$ cat config.mk
export PLATFORM = sky130hd
export DESIGN_NAME = vas_ctrl
export DESIGN_NICKNAME = d
export VERILOG_FILES = /design/src/hw/rtl/vas_pkg.sv /design/src/hw/rtl/vas_ctrl.sv
export SDC_FILE = /design/constraint.sdc
export NUM_CORES = 1
export LEC_CHECK = 0
export BUFFER_PORTS_ARGS = -buffer_cell sky130_fd_sc_hd__buf_2
export CORE_UTILIZATION = 40
export CTS_CLUSTER_DIAMETER = 120
export DETAILED_ROUTE_END_ITERATION = 12
export PLACE_DENSITY_LB_ADDON = 0.25
export SYNTH_ARGS = -nofsm -noshare
export SYNTH_HDL_FRONTEND = slang
export SYNTH_SLANG_ARGS = --single-unit
$ cat constraint.sdc
create_clock -name i_clk -period 2.33 [get_ports i_clk]
set_input_delay 0.466 -clock i_clk [delete_from_list [all_inputs] [get_ports i_clk]]
set_output_delay 0.466 -clock i_clk [all_outputs]
set_load 0.02 [all_outputs]
$ cat src/hw/rtl/vas_pkg.sv
`timescale 1ns / 1ps
// ----------------------------------------------------------------------------
// vas_pkg
// Shared types and codes of the variable activity selector.
// ----------------------------------------------------------------------------
package vas_pkg;

    // operation codes carried by the action field
    typedef enum logic [2:0] {
        A_INIT   = 3'd0,
        A_BUMP   = 3'd1,
        A_UNFREE = 3'd2,
        A_FREE   = 3'd3,
        A_DECAY  = 3'd4,
        A_ADJUST = 3'd5,
        A_APPEAR = 3'd6,
        A_PICK   = 3'd7
    } t_action;

    // configuration register indexes
    localparam logic [2:0] CFG_VAR_COUNT  = 3'd0;
    localparam logic [2:0] CFG_DECAY_SLOW = 3'd1;
    localparam logic [2:0] CFG_DECAY_FAST = 3'd2;
    localparam logic [2:0] CFG_RESCALE    = 3'd3;
    localparam logic [2:0] CFG_ACT_LIMIT  = 3'd4;
    localparam logic [2:0] CFG_WIN_LEN    = 3'd5;
    localparam logic [2:0] CFG_AVG_LIMIT  = 3'd6;

    // configuration reset values
    localparam logic [10:0] RST_VAR_COUNT  = 11'd1024;
    localparam logic [15:0] RST_DECAY_SLOW = 16'd31130;
    localparam logic [15:0] RST_DECAY_FAST = 16'd24576;
    localparam logic [15:0] RST_RESCALE    = 16'd32;
    localparam logic [31:0] RST_ACT_LIMIT  = 32'h4000_0000;
    localparam logic [6:0]  RST_WIN_LEN    = 7'd50;
    localparam logic [10:0] RST_AVG_LIMIT  = 11'd3;

    // kinds of sweep over the variable stores
    typedef enum logic [1:0] {
        M_CLEAR = 2'd0,
        M_DEC1  = 2'd1,
        M_DEC2  = 2'd2,
        M_PICK  = 2'd3
    } t_scan;

    // controller to datapath commands
    typedef struct packed {
        logic  load;
        logic  scan_start;
        t_scan scan_mode;
        logic  single_wr;
        logic  adj_sub;
        logic  adj_push;
        logic  adj_mul;
        logic  adj_cmp;
        logic  app_sel_cand;
        logic  phase_cmp;
        logic  out_load;
    } t_cmd;

    // datapath to controller status
    typedef struct packed {
        t_action action;
        logic    scan_done;
        logic    over;
        logic    cand_valid;
        logic    out_full;
    } t_stat;

endpackage

$ cat src/hw/rtl/vas_ctrl.sv
`timescale 1ns / 1ps
// ----------------------------------------------------------------------------
// vas_ctrl
// Sequencer of the activity selector: steps each operation through the
// datapath and hands the result to the output register.
// ----------------------------------------------------------------------------
module vas_ctrl (
    input  logic          i_clk,
    input  logic          i_rst_n,
    input  logic          i_valid,
    output logic          o_ready,
    output vas_pkg::t_cmd o_cmd,
    input  vas_pkg::t_stat i_stat
);
    import vas_pkg::*;

    typedef enum logic [13:0] {
        S_IDLE    = 14'h0001,
        S_DECODE  = 14'h0002,
        S_CLEAR   = 14'h0004,
        S_SWRITE  = 14'h0008,
        S_DEC1    = 14'h0010,
        S_DEC2    = 14'h0020,
        S_ADJ_SUB = 14'h0040,
        S_ADJ_PSH = 14'h0080,
        S_ADJ_MUL = 14'h0100,
        S_ADJ_CMP = 14'h0200,
        S_PICK    = 14'h0400,
        S_PH_RD   = 14'h0800,
        S_DONE    = 14'h1000,
        S_RCLR    = 14'h2000
    } t_state;

    t_state r_state, n_state;

    // state register; reset starts the clearing sweep
    always_ff @(posedge i_clk) begin
        if (!i_rst_n) begin
            r_state <= S_RCLR;
        end else begin
            r_state <= n_state;
        end
    end

    assign o_ready = (r_state == S_IDLE);

    // next state and commands
    always_comb begin
        n_state = r_state;
        o_cmd   = '0;
        o_cmd.scan_mode = M_CLEAR;
        case (r_state)
            S_IDLE: begin
                if (i_valid) begin
                    o_cmd.load = 1'b1;
                    n_state = S_DECODE;
                end
            end
            S_DECODE: begin
                case (i_stat.action)
                    A_INIT: begin
                        o_cmd.scan_start = 1'b1;
                        o_cmd.scan_mode  = M_CLEAR;
                        n_state = S_CLEAR;
                    end
                    A_BUMP, A_UNFREE, A_FREE, A_APPEAR: n_state = S_SWRITE;
                    A_DECAY: begin
                        o_cmd.scan_start = 1'b1;
                        o_cmd.scan_mode  = M_DEC1;
                        n_state = S_DEC1;
                    end
                    A_ADJUST: n_state = S_ADJ_SUB;
                    A_PICK: begin
                        o_cmd.scan_start = 1'b1;
                        o_cmd.scan_mode  = M_PICK;
                        n_state = S_PICK;
                    end
                    default: n_state = S_DONE;
                endcase
            end
            // clearing sweep after reset, no result
            S_RCLR: begin
                if (i_stat.scan_done) begin
                    n_state = S_IDLE;
                end
            end
            S_CLEAR: begin
                if (i_stat.scan_done) begin
                    n_state = S_DONE;
                end
            end
            S_SWRITE: begin
                o_cmd.single_wr = 1'b1;
                n_state = S_DONE;
            end
            S_DEC1: begin
                if (i_stat.scan_done) begin
                    if (i_stat.over) begin
                        o_cmd.scan_start = 1'b1;
                        o_cmd.scan_mode  = M_DEC2;
                        n_state = S_DEC2;
                    end else begin
                        n_state = S_DONE;
                    end
                end
            end
            S_DEC2: begin
                if (i_stat.scan_done) begin
                    n_state = S_DONE;
                end
            end
            S_ADJ_SUB: begin
                o_cmd.adj_sub = 1'b1;
                n_state = S_ADJ_PSH;
            end
            S_ADJ_PSH: begin
                o_cmd.adj_push = 1'b1;
                n_state = S_ADJ_MUL;
            end
            S_ADJ_MUL: begin
                o_cmd.adj_mul = 1'b1;
                n_state = S_ADJ_CMP;
            end
            S_ADJ_CMP: begin
                o_cmd.adj_cmp = 1'b1;
                n_state = S_DONE;
            end
            S_PICK: begin
                if (i_stat.scan_done) begin
                    o_cmd.app_sel_cand = 1'b1;
                    n_state = i_stat.cand_valid ? S_PH_RD : S_DONE;
                end
            end
            S_PH_RD: begin
                o_cmd.phase_cmp = 1'b1;
                n_state = S_DONE;
            end
            S_DONE: begin
                if (!i_stat.out_full) begin
                    o_cmd.out_load = 1'b1;
                    n_state = S_IDLE;
                end
            end
            default: n_state = S_IDLE;
        endcase
    end
endmodule

; Yosys cells after proc, flatten, opt, wreduce, memory -nomap -nowiden
; Cells that the tools add are included.
[totals]
reg_bits = 14
latch_bits = 0
ramBits = 0
romBits = 0
in_bits = 10
out_inout_bits = 13
wordCells = 59
n_memories = 0
[op_classes]
n_addsub = 0
multipliers = 0
div = 0
magnitude_cmp = 0
eq_ne = 27
n_shift = 0
mux = 26
bitwise = 0
reduce_logical = 5
[ops]
columns = operator, count
row1 = $pmux 14 s11, 1
row2 = $mux 14, 6
row3 = $pmux 14 s5, 1
row4 = $mux 13, 2
row5 = $eq 14x1->1 const B, 1
row6 = $eq 14x10->1 const B, 1
row7 = $eq 14x11->1 const B, 1
row8 = $eq 14x12->1 const B, 1
row9 = $eq 14x13->1 const B, 1
row10 = $eq 14x14->1 const B, 1
row11 = $eq 14x2->1 const B, 1
row12 = $eq 14x3->1 const B, 1
row13 = $eq 14x4->1 const B, 1
row14 = $eq 14x5->1 const B, 1
row15 = $eq 14x6->1 const B, 1
row16 = $eq 14x7->1 const B, 1
row17 = $eq 14x8->1 const B, 1
row18 = $eq 14x9->1 const B, 1
row19 = $eq 3x3->1 const B, 4
row20 = $mux 1, 12
row21 = $ne 2x2->1 const B, 5
row22 = $pmux 3 s3, 1
row23 = $eq 3x2->1 const B, 2
row24 = $mux 3, 2
row25 = 8 further kinds, 8

; Longest topological paths before layout
; Gate-level depths: netlist (run 1).
[logic_depth]
depth_word = 4
ltp_mapped = 8
mapped_depth_nobuf = 6

; Worst setup path before layout (run 1)
; No wires, ideal clock.
[synth_timing]
kind = flip-flop to flip-flop
startpoint = register r_state[9]
endpoint = register r_state[0]
setup_time_ns = 0.116
arrival_time_ns = 2.292
required_ns = 2.214
slack_ns = -0.078
path_stages_with_launch = 8
path_buffers = 1
synth_period_minus_slack_ns = 2.408
path_cell_list = dfxtp_1 clkbuf_1 nor4_2 nand2_1 nor4b_1 nor4_1 a21oi_1 nor2b_1
[synth_via]
elab_chain_cells = 4
elab_cells_between_ends = 24
classes_between = eq/ne (20) / mux (1) / reduce/logical (3)
[synth_rtl]
columns = element, line_no
row1 = from (decl), vas_ctrl.sv:34  ; t_state r_state, n_state;
row2 = from (signal assigned), vas_ctrl.sv:41  ; r_state <= n_state;
row3 = $eq 14x6->1 / $eq 14x3->1 (equally long branches), vas_ctrl.sv:52  ; case (r_state)
row4 = $reduce_or 2->1 (no source line), -
row5 = $ne 2x1->1 (no source line), -
row6 = $reduce_and 6->1 (no source line), -
; Parallel ways exist; a longest one is shown, timed or not.
; A chain may end at the register's enable or synchronous reset.

==> impl_results.md, run 1 <==
- Die Wd: 50.50 um
- CP max-delay cell: nor4_4
- Worst-path cell chain: nor4_4 -> nand4_1 -> or3_4 -> nand3_1 -> buf_6
- FILL cells: approximately 200
- Final Max Tran Viols: 0
- Setup ws final: -0.05091 ns
- Sw frac: 0.3003
- Pint: 366.8 uW
- Clock power share: 0.271
- Reg2Reg Depth: 7
- Root Buffer Master: clkbuf_4
- IO Pins: 23
- R2r endpoint: r_state[0]$_SDFFE_PN0P_
- Initial antenna violation count: 0
- Post-synthesis instance total: roughly 110
- Total power draw: approximately 520 uW
- Clock Sinks: 14
- Post-CTS Hold Fix Bufs: 0
- Slew headroom: 0.6786
- Type of the worst setup path: reg -> out
- Synthesized Nets: about 120
- Post-detail-place hpwl: about 1.9 mm
- Largest net degree at the start of global routing: 13
- Row count: 17
- Area delta synth->final: 46.41%
- Clock Latency Late Sink: 0.29 ns
- Post-synth top flop: dfxtp_1
- CP max FO: 5
- Power per cell area: 380.5 mW/mm^2
- Failing checks: negative setup slack
- Post-synth EDFFs: 0
- Largest regs: r_state x14
- Quantity of I/O buffers inserted on ports: 22
- Worst Setup EP: o_cmd[10]
- Layout Utilization: 0.6227
- GRT Overall Usage: 0.2351
- Worst setup path startpoint: r_state[9]$_SDFFE_PN0P_
- Number of synthesis warnings: 0
- Total number of vias: 1041
- Initial DRC count: 12
- Worst Path Required: between 1.5 and 2 ns
- Biggest register: r_state
- Pleak: between 0.6 and 0.7 nW
- Slew of the pin with the lowest slew margin: roughly 0.48 ns
- Tmin final: between 2 and 2.5 ns
- Arrival time of the worst setup path: about 1.9 ns
- Mapped Avg Cell Area: roughly 8.5 um^2
- Clk pin slew, worst setup/hold paths: approximately 0.090 ns
- Fin. Hold Viols: 0
- RSZ-0062 raised after global routing: yes
- Vias in the first global route: around 950
- Die Ht: slightly above 50 um
- Final WL: ~2.8 mm
- Crit path depth: 5
- Outcome: finished with violations
- Max Freq: roughly 0.42 GHz
- Post-route ant nets: 0
- Async set-reset flop share out of synthesis: 0
- CTS buffer count: 3
- R2r startpoint: r_state[13]$_SDFFE_PN1P_
- Vias per cell: around 5.8
- Logic pwr share: 0.248
- Worst R2R Setup Slack: about 0.10 ns
- H-tree levels: 1
- # DRC: 0
- Worst Setup End Kind: output pin
- Setup violation total in the final timing report: 2
- Gr ovfl total: 0
- Longest Clk Path Bufs: 2
- Maxcap violations: 0
- Layout Skew: around 0.0058 ns
- Fraction of layout cells with a size suffix above 1: 0.4933
- Sequential power share: 0.481
- Ant diodes: 0
- Worst Hold Class: in -> reg
- Post-layout nets: about 160
- Max reg flops: 14
- CP top delay family: simple AND/OR/NAND/NOR gates
- Die area: ~0.0026 mm^2
- Final weighted congestion in routability-driven placement: roughly 0.90
- Initial core utilization: 0.4253
- Routed WL per cell: 15.96 um
- Core ar.: about 0.0022 mm^2
- Fin crit share: 1.022
- Distinct cells, synth: 38
- Sequential element share of the synthesized area: 0.2979
- CP Launch Type: flip-flop
- Pre-Repair DR Iteration Count: 4
- CP bufs+invs: 1
- Peak supply drop: between 0.0002 and 0.00025 V
- First-pass GRT wire length: approximately 4.4 mm
- Post-Syn Area: roughly 940 um^2
- CP max stage delay: between 0.4 and 0.5 ns
- Synthesis-stage register bit count: 14
- NetSw: between 150 and 200 uW
- CTS tree: built
Yosys cell counts, types with 2 or more instances:
cell type | number | area (um^2)
nor3_1 | 4 | 20.02
nand4_1 | 3 | 18.77
xor2_1 | 2 | 17.52
a21boi_2 | 3 | 33.78
nor2_1 | 10 | 37.54
and3_1 | 7 | 43.79
nand2_1 | 9 | 33.78
clkbuf_1 | 2 | 7.510
or4_4 | 2 | 22.52
nand2b_4 | 3 | 41.29
inv_1 | 4 | 15.01
and4b_1 | 2 | 20.02
dfxtp_1 | 14 | 280.3
nor4b_1 | 4 | 35.03
xnor2_1 | 2 | 17.52
nand3_1 | 3 | 15.01
nor2b_1 | 4 | 25.02
and2_1 | 5 | 31.28
nand3b_1 | 2 | 15.01
nor4_1 | 8 | 50.05
per-layer routing:
layer,part of all wire,global-route usage,vias up
li1,-,-,497
met2,0.49,0.3689,34
met1,0.43,0.2981,495
met5,0,0,-
met4,0.043,0.1435,0
met3,0.042,0.03939,15
power by group through the flow:
stage / clock (mW) / combinational, mW / sequential (mW)
6_report: 0.142 / 0.130 / 0.252
2_1_floorplan: 0 / 0.0686 / 0.254
3_5_place_dp: 0 / 0.107 / 0.255
5_1_grt: 0.157 / 0.140 / 0.253
4_1_cts: 0.145 / 0.113 / 0.250
3_3_place_gp: 0 / 0.105 / 0.255
kinds of logic after synthesis:
family                 count (synthesis)  share of synthesized area
XOR/XNOR                               4                    0.03724
flip-flops                            14                     0.2979
buffers and inverters                  7                    0.03590
AND/OR/NAND/NOR                       73                     0.5013
AO/OA/AOI/OAI                         12                     0.1157
multiplexers                           1                    0.01197
layout make-up:
type	instances	area [um^2]	share of cell area
Sequential cell	14	292.8	0.2125
Clock buffer	3	22.52	0.01635
Multi-Input combinational cell	90	752.0	0.5459
Timing Repair Buffer	39	260.3	0.1889
Inverter	4	15.01	0.01090
Tap cell	28	35.03	0.02543
worst min path at each step:
stage | start | to | depth (start not counted)
after detailed placement | r_state[4]$_SDFFE_PN0P_ | r_state[4]$_SDFFE_PN0P_ | 2
after CTS | i_stat[5] | r_state[6]$_SDFFE_PN0P_ | 2
after global placement | r_state[4]$_SDFFE_PN0P_ | r_state[4]$_SDFFE_PN0P_ | 2
after floorplan | r_state[5]$_SDFFE_PN0P_ | r_state[5]$_SDFFE_PN0P_ | 2
after global routing | i_stat[5] | r_state[6]$_SDFFE_PN0P_ | 2
final | i_stat[5] | r_state[6]$_SDFFE_PN0P_ | 2
per-stage QoR:
stage	setup TNS [ns]	hold WS (ns)	worst slack (ns)	area, um^2	instances
6_report	-0.09533	0.3891	-0.05091	1378	178
5_1_grt	-0.4937	0.3889	-0.1177	1378	178
4_1_cts	-0.09978	0.3890	-0.07193	1255	176
3_5_place_dp	-0.7421	0.5862	-0.1663	1156	169
3_3_place_gp	-0.1034	0.5643	-0.07240	1156	169
2_1_floorplan	0	0.5156	0.08906	947.2	111
layout by cell type, fill, tap and decap left out, types with 3 or more instances in the layout:
master / netlist / layout
nor2_1: 10 / 9
clkbuf_4: 0 / 3
and3_1: 7 / 6
buf_4: 0 / 21
inv_1: 4 / 4
nor4_4: 0 / 7
nand2b_4: 3 / 3
nand2_1: 9 / 9
nor2b_1: 4 / 4
nor3_1: 4 / 4
dfxtp_2: 0 / 7
and2_1: 5 / 4
dfxtp_1: 14 / 6
nand4_1: 3 / 3
buf_2: 0 / 16
nor4b_1: 4 / 3
a21boi_2: 3 / 3
repair_timing:
action	in CTS	in global routing
gates resized for setup	8	27
setup buffers	4	2
pin swaps	5	8
setup endpoints to repair	22	13
(Power assumes the default switching activity.)
==> run 2: changes to the inputs <==
- ABC_AREA: not set -> 1
- PLACE_DENSITY_LB_ADDON: 0.25 -> 0.15
- RECOVER_POWER: not set -> 50
==> impl_results.md, run 2 <==
- Outcome: completed
- Post-synthesis instance total: 201 (+81%)
- Worst Hold Class: in -> reg
- Pre-Repair DR Iteration Count: 4 (unchanged)
- Maxcap violations: 0 (unchanged)
- Area delta synth->final: 20.73%
- Synthesis-stage register bit count: 14 (unchanged)
- Slew of the pin with the lowest slew margin: 0.3407 ns (-0.1378 ns)
- Power per cell area: 1099 mW/mm^2 (+190%)
- Core ar.: 0.002758 mm^2 (+25%)
- Worst Setup End Kind: output pin
- CP Launch Type: flip-flop
- Longest Clk Path Bufs: 2 (unchanged)
- CP bufs+invs: 2 (+1)
- CP max-delay cell: dfxtp_1
- CP max stage delay: 0.35 ns (-0.07 ns)
- Post-synth EDFFs: 0 (unchanged)
- NetSw: 814.2 uW (+420%)
- Row count: 19 (+2)
- Setup TNS: 0 ns (+0.09533 ns)
- Vias per cell: 4.625 (-21%)
- Clk pin slew, worst setup/hold paths: 0.10 ns (about the same)
- Area share of the largest cell type after synthesis: 0.2406 (-0.05727)
- Pint: 731.7 uW (+99%)
- Type of the worst setup path: reg -> out
- Number of synthesis warnings: 0 (unchanged)
- Post-synth top area cell: dfxtp_1
- H-tree levels: 1 (unchanged)
- GRT Overall Usage: 0.2036 (-0.03150)
- Placed Area: 0.001305 mm^2 (+13%)
- Final Max Tran Viols: 0 (unchanged)
- Worst-path cell chain: nor2_4 -> nand2_2 -> nor2_4 -> nand2_2 -> nor2_1 -> nand2_1 -> o21ai_1 -> inv_1 -> nand2_1 -> buf_2
- Largest net degree at the start of global routing: 15 (+2)
- Most common cell in the netlist: nand2_1
- Synthesized Nets: 211 (+74%)
- Arrival time of the worst setup path: 1.75 ns (-0.16 ns)
- CP top delay family: simple AND/OR/NAND/NOR gates
- Fraction of layout cells with a size suffix above 1: 0.2565 (-0.2368)
- Peak supply drop: 0.0006074 V (+180%)
- Distinct cells, synth: 23 (-39%)
- CP max FO: 7 (+2)
- Pleak: 0.8465 nW (+34%)
- Vias in the first global route: 1100 (+15%)
- Die Ht: 55.97 um (+11%)
- Biggest register: r_state
- Quantity of I/O buffers inserted on ports: 22 (unchanged)
- Worst Path Required: 1.86 ns (about the same)
- Clock Sinks: 14 (unchanged)
- Post-detail-place hpwl: 2.271 mm (+22%)
- Sw frac: 0.5267 (+0.2264)
- Clock power share: 0.121 (-0.150)
- Clock Latency Late Sink: 0.29 ns (about the same)
- Slew headroom: 0.7724 (+0.09373)
- Total number of vias: 1207 (+16%)
- Post-CTS Hold Fix Bufs: 0 (unchanged)
- Setup violation total in the final timing report: 0 (-2)
- Max Freq: 0.4522 GHz (+7.7%)
- Crit path depth: 10 (+5)
- Largest regs: r_state x14
- Post-layout nets: 241 (+49%)
- Die Wd: 55.97 um (+11%)
- Post-synth top flop: dfxtp_1
- Initial DRC count: 35 (+23)
- Sequential power share: 0.230 (-0.251)
- Initial antenna violation count: 0 (unchanged)
- Commonest cells in the netlist: nand2_1 (53), nor2_1 (37), inv_1 (33), nand3_1 (24), dfxtp_1 (14)
- Die area: 0.003132 mm^2 (+23%)
- Final WL: 2.870 mm (+1.1%)
- Sequential element share of the synthesized area: 0.2406 (-0.05727)
- Post-Syn Area: 0.001165 mm^2 (+24%)
- Layout Skew: 0.002064 ns (-0.003689 ns)
- Root Buffer Master: clkbuf_4
- Post-route ant nets: 0 (unchanged)
- Main area contributors after synthesis: dfxtp_1 (24%), nand2_1 (17%), nor2_1 (12%)
- Async set-reset flop share out of synthesis: 0 (unchanged)
- Post-place setup slack: 0.3341 ns (+0.5004 ns)
- Fin. Hold Viols: 0 (unchanged)
- CTS tree: built
- Commonest non-fill, non-tap cell in the layout: nand2_1
- Ant diodes: 0 (unchanged)
- Layout Utilization: 0.5100 (-0.1128)
- Most frequent cells in the layout: nand2_1 (52), nor2_1 (36), inv_1 (33)
- Reg2Reg Depth: 11 (+4)
- IO Pins: 23 (unchanged)
- Fin crit share: 0.9491 (-0.07273)
- CTS buffer count: 3 (unchanged)
- Max reg flops: 14 (unchanged)
- Routed WL per cell: 11.00 um (-31%)
- Tmin final: 2.211 ns (-0.1695 ns)
- Setup ws final: 0.1185 ns (+0.1695 ns)
- WHS Path Cells: 4 (+2)
- First-pass GRT wire length: 4.954 mm (+13%)
- Initial core utilization: 0.4224 (-0.002925)
- Mapped Avg Cell Area: 5.795 um^2 (-32%)
- Final weighted congestion in routability-driven placement: 0.8427 (-6.8%)
- Final non-filler cell area: 0.001406 mm^2 (+2.1%)
- Total power draw: 1.546 mW (+190%)
- # DRC: 0 (unchanged)
- Logic pwr share: 0.649 (+0.401)
- Gr ovfl total: 0 (unchanged)
run 2: kinds of logic (layout without fill, tap and decap cells):
kind of cell,Yosys count,count (layout),share of synthesized area
compound gates,3,3,0.02255
buf+inv,37,66,0.1267
flops,14,14,0.2406
simple gates,147,147,0.6101
run 2: path summary, 6_finish.rpt:
| check | from | endpoint | slack [ns] |
|---|---|---|---|
| setup / recovery | r_state[11]$_SDFFE_PN0P_ | o_cmd[10] | 0.12 |
| hold reg to reg | r_state[5]$_SDFFE_PN0P_ | r_state[5]$_SDFFE_PN0P_ | 0.54 |
| setup reg to reg | r_state[9]$_SDFFE_PN0P_ | r_state[1]$_SDFFE_PN0P_ | 0.64 |
| hold / removal | i_stat[5] | r_state[6]$_SDFFE_PN0P_ | 0.47 |
run 2: through the flow:
stage                     std cells  hold slack [ns]
after CTS                       257           0.4743
final                           261           0.4733
after detailed placement        253           0.5201
after floorplan                 201           0.4965
after global routing            261           0.4823
after global placement          253           0.5196
run 2: power groups by stage:
stage,registers (mW),clock network [mW],logic (mW)
final,0.356,0.186,1.00
after global routing,0.365,0.206,1.13
after CTS,0.347,0.188,0.947
after detailed placement,0.353,0,0.944
after global placement,0.351,0,0.948
after floorplan,0.342,0,0.778
run 2: area by class of cell:
type,count,area [um^2]
Timing Repair Buffer,27,147.6
Multi-Input combinational cell,150,772.0
Inverter,35,131.4
Tap cell,31,38.79
Fill cell,315,1351
Sequential cell,14,280.3
Clock buffer,4,36.28
run 2: repair_timing:
action,4_1_cts,5_1_grt
buffers inserted,0,4
endpoints found under the setup margin,0,5
gates resized for setup,0,8
run 2: worst reg2reg max path: cells and delay by family (launching register included):
family / cells / cell delay (ns)
simple gates: 8 / 0.71
flops: 1 / 0.40
compound gates: 1 / 0.31
buf+inv: 2 / 0.22
run 2: metal layers:
metal | up-vias | global-route usage | part of all wire
met3 | 5 | 0.03256 | 0.038
met1 | 509 | 0.2919 | 0.52
met5 | - | 0 | 0
met2 | 23 | 0.3078 | 0.43
met4 | 0 | 0.07317 | 0.013
li1 | 670 | - | -
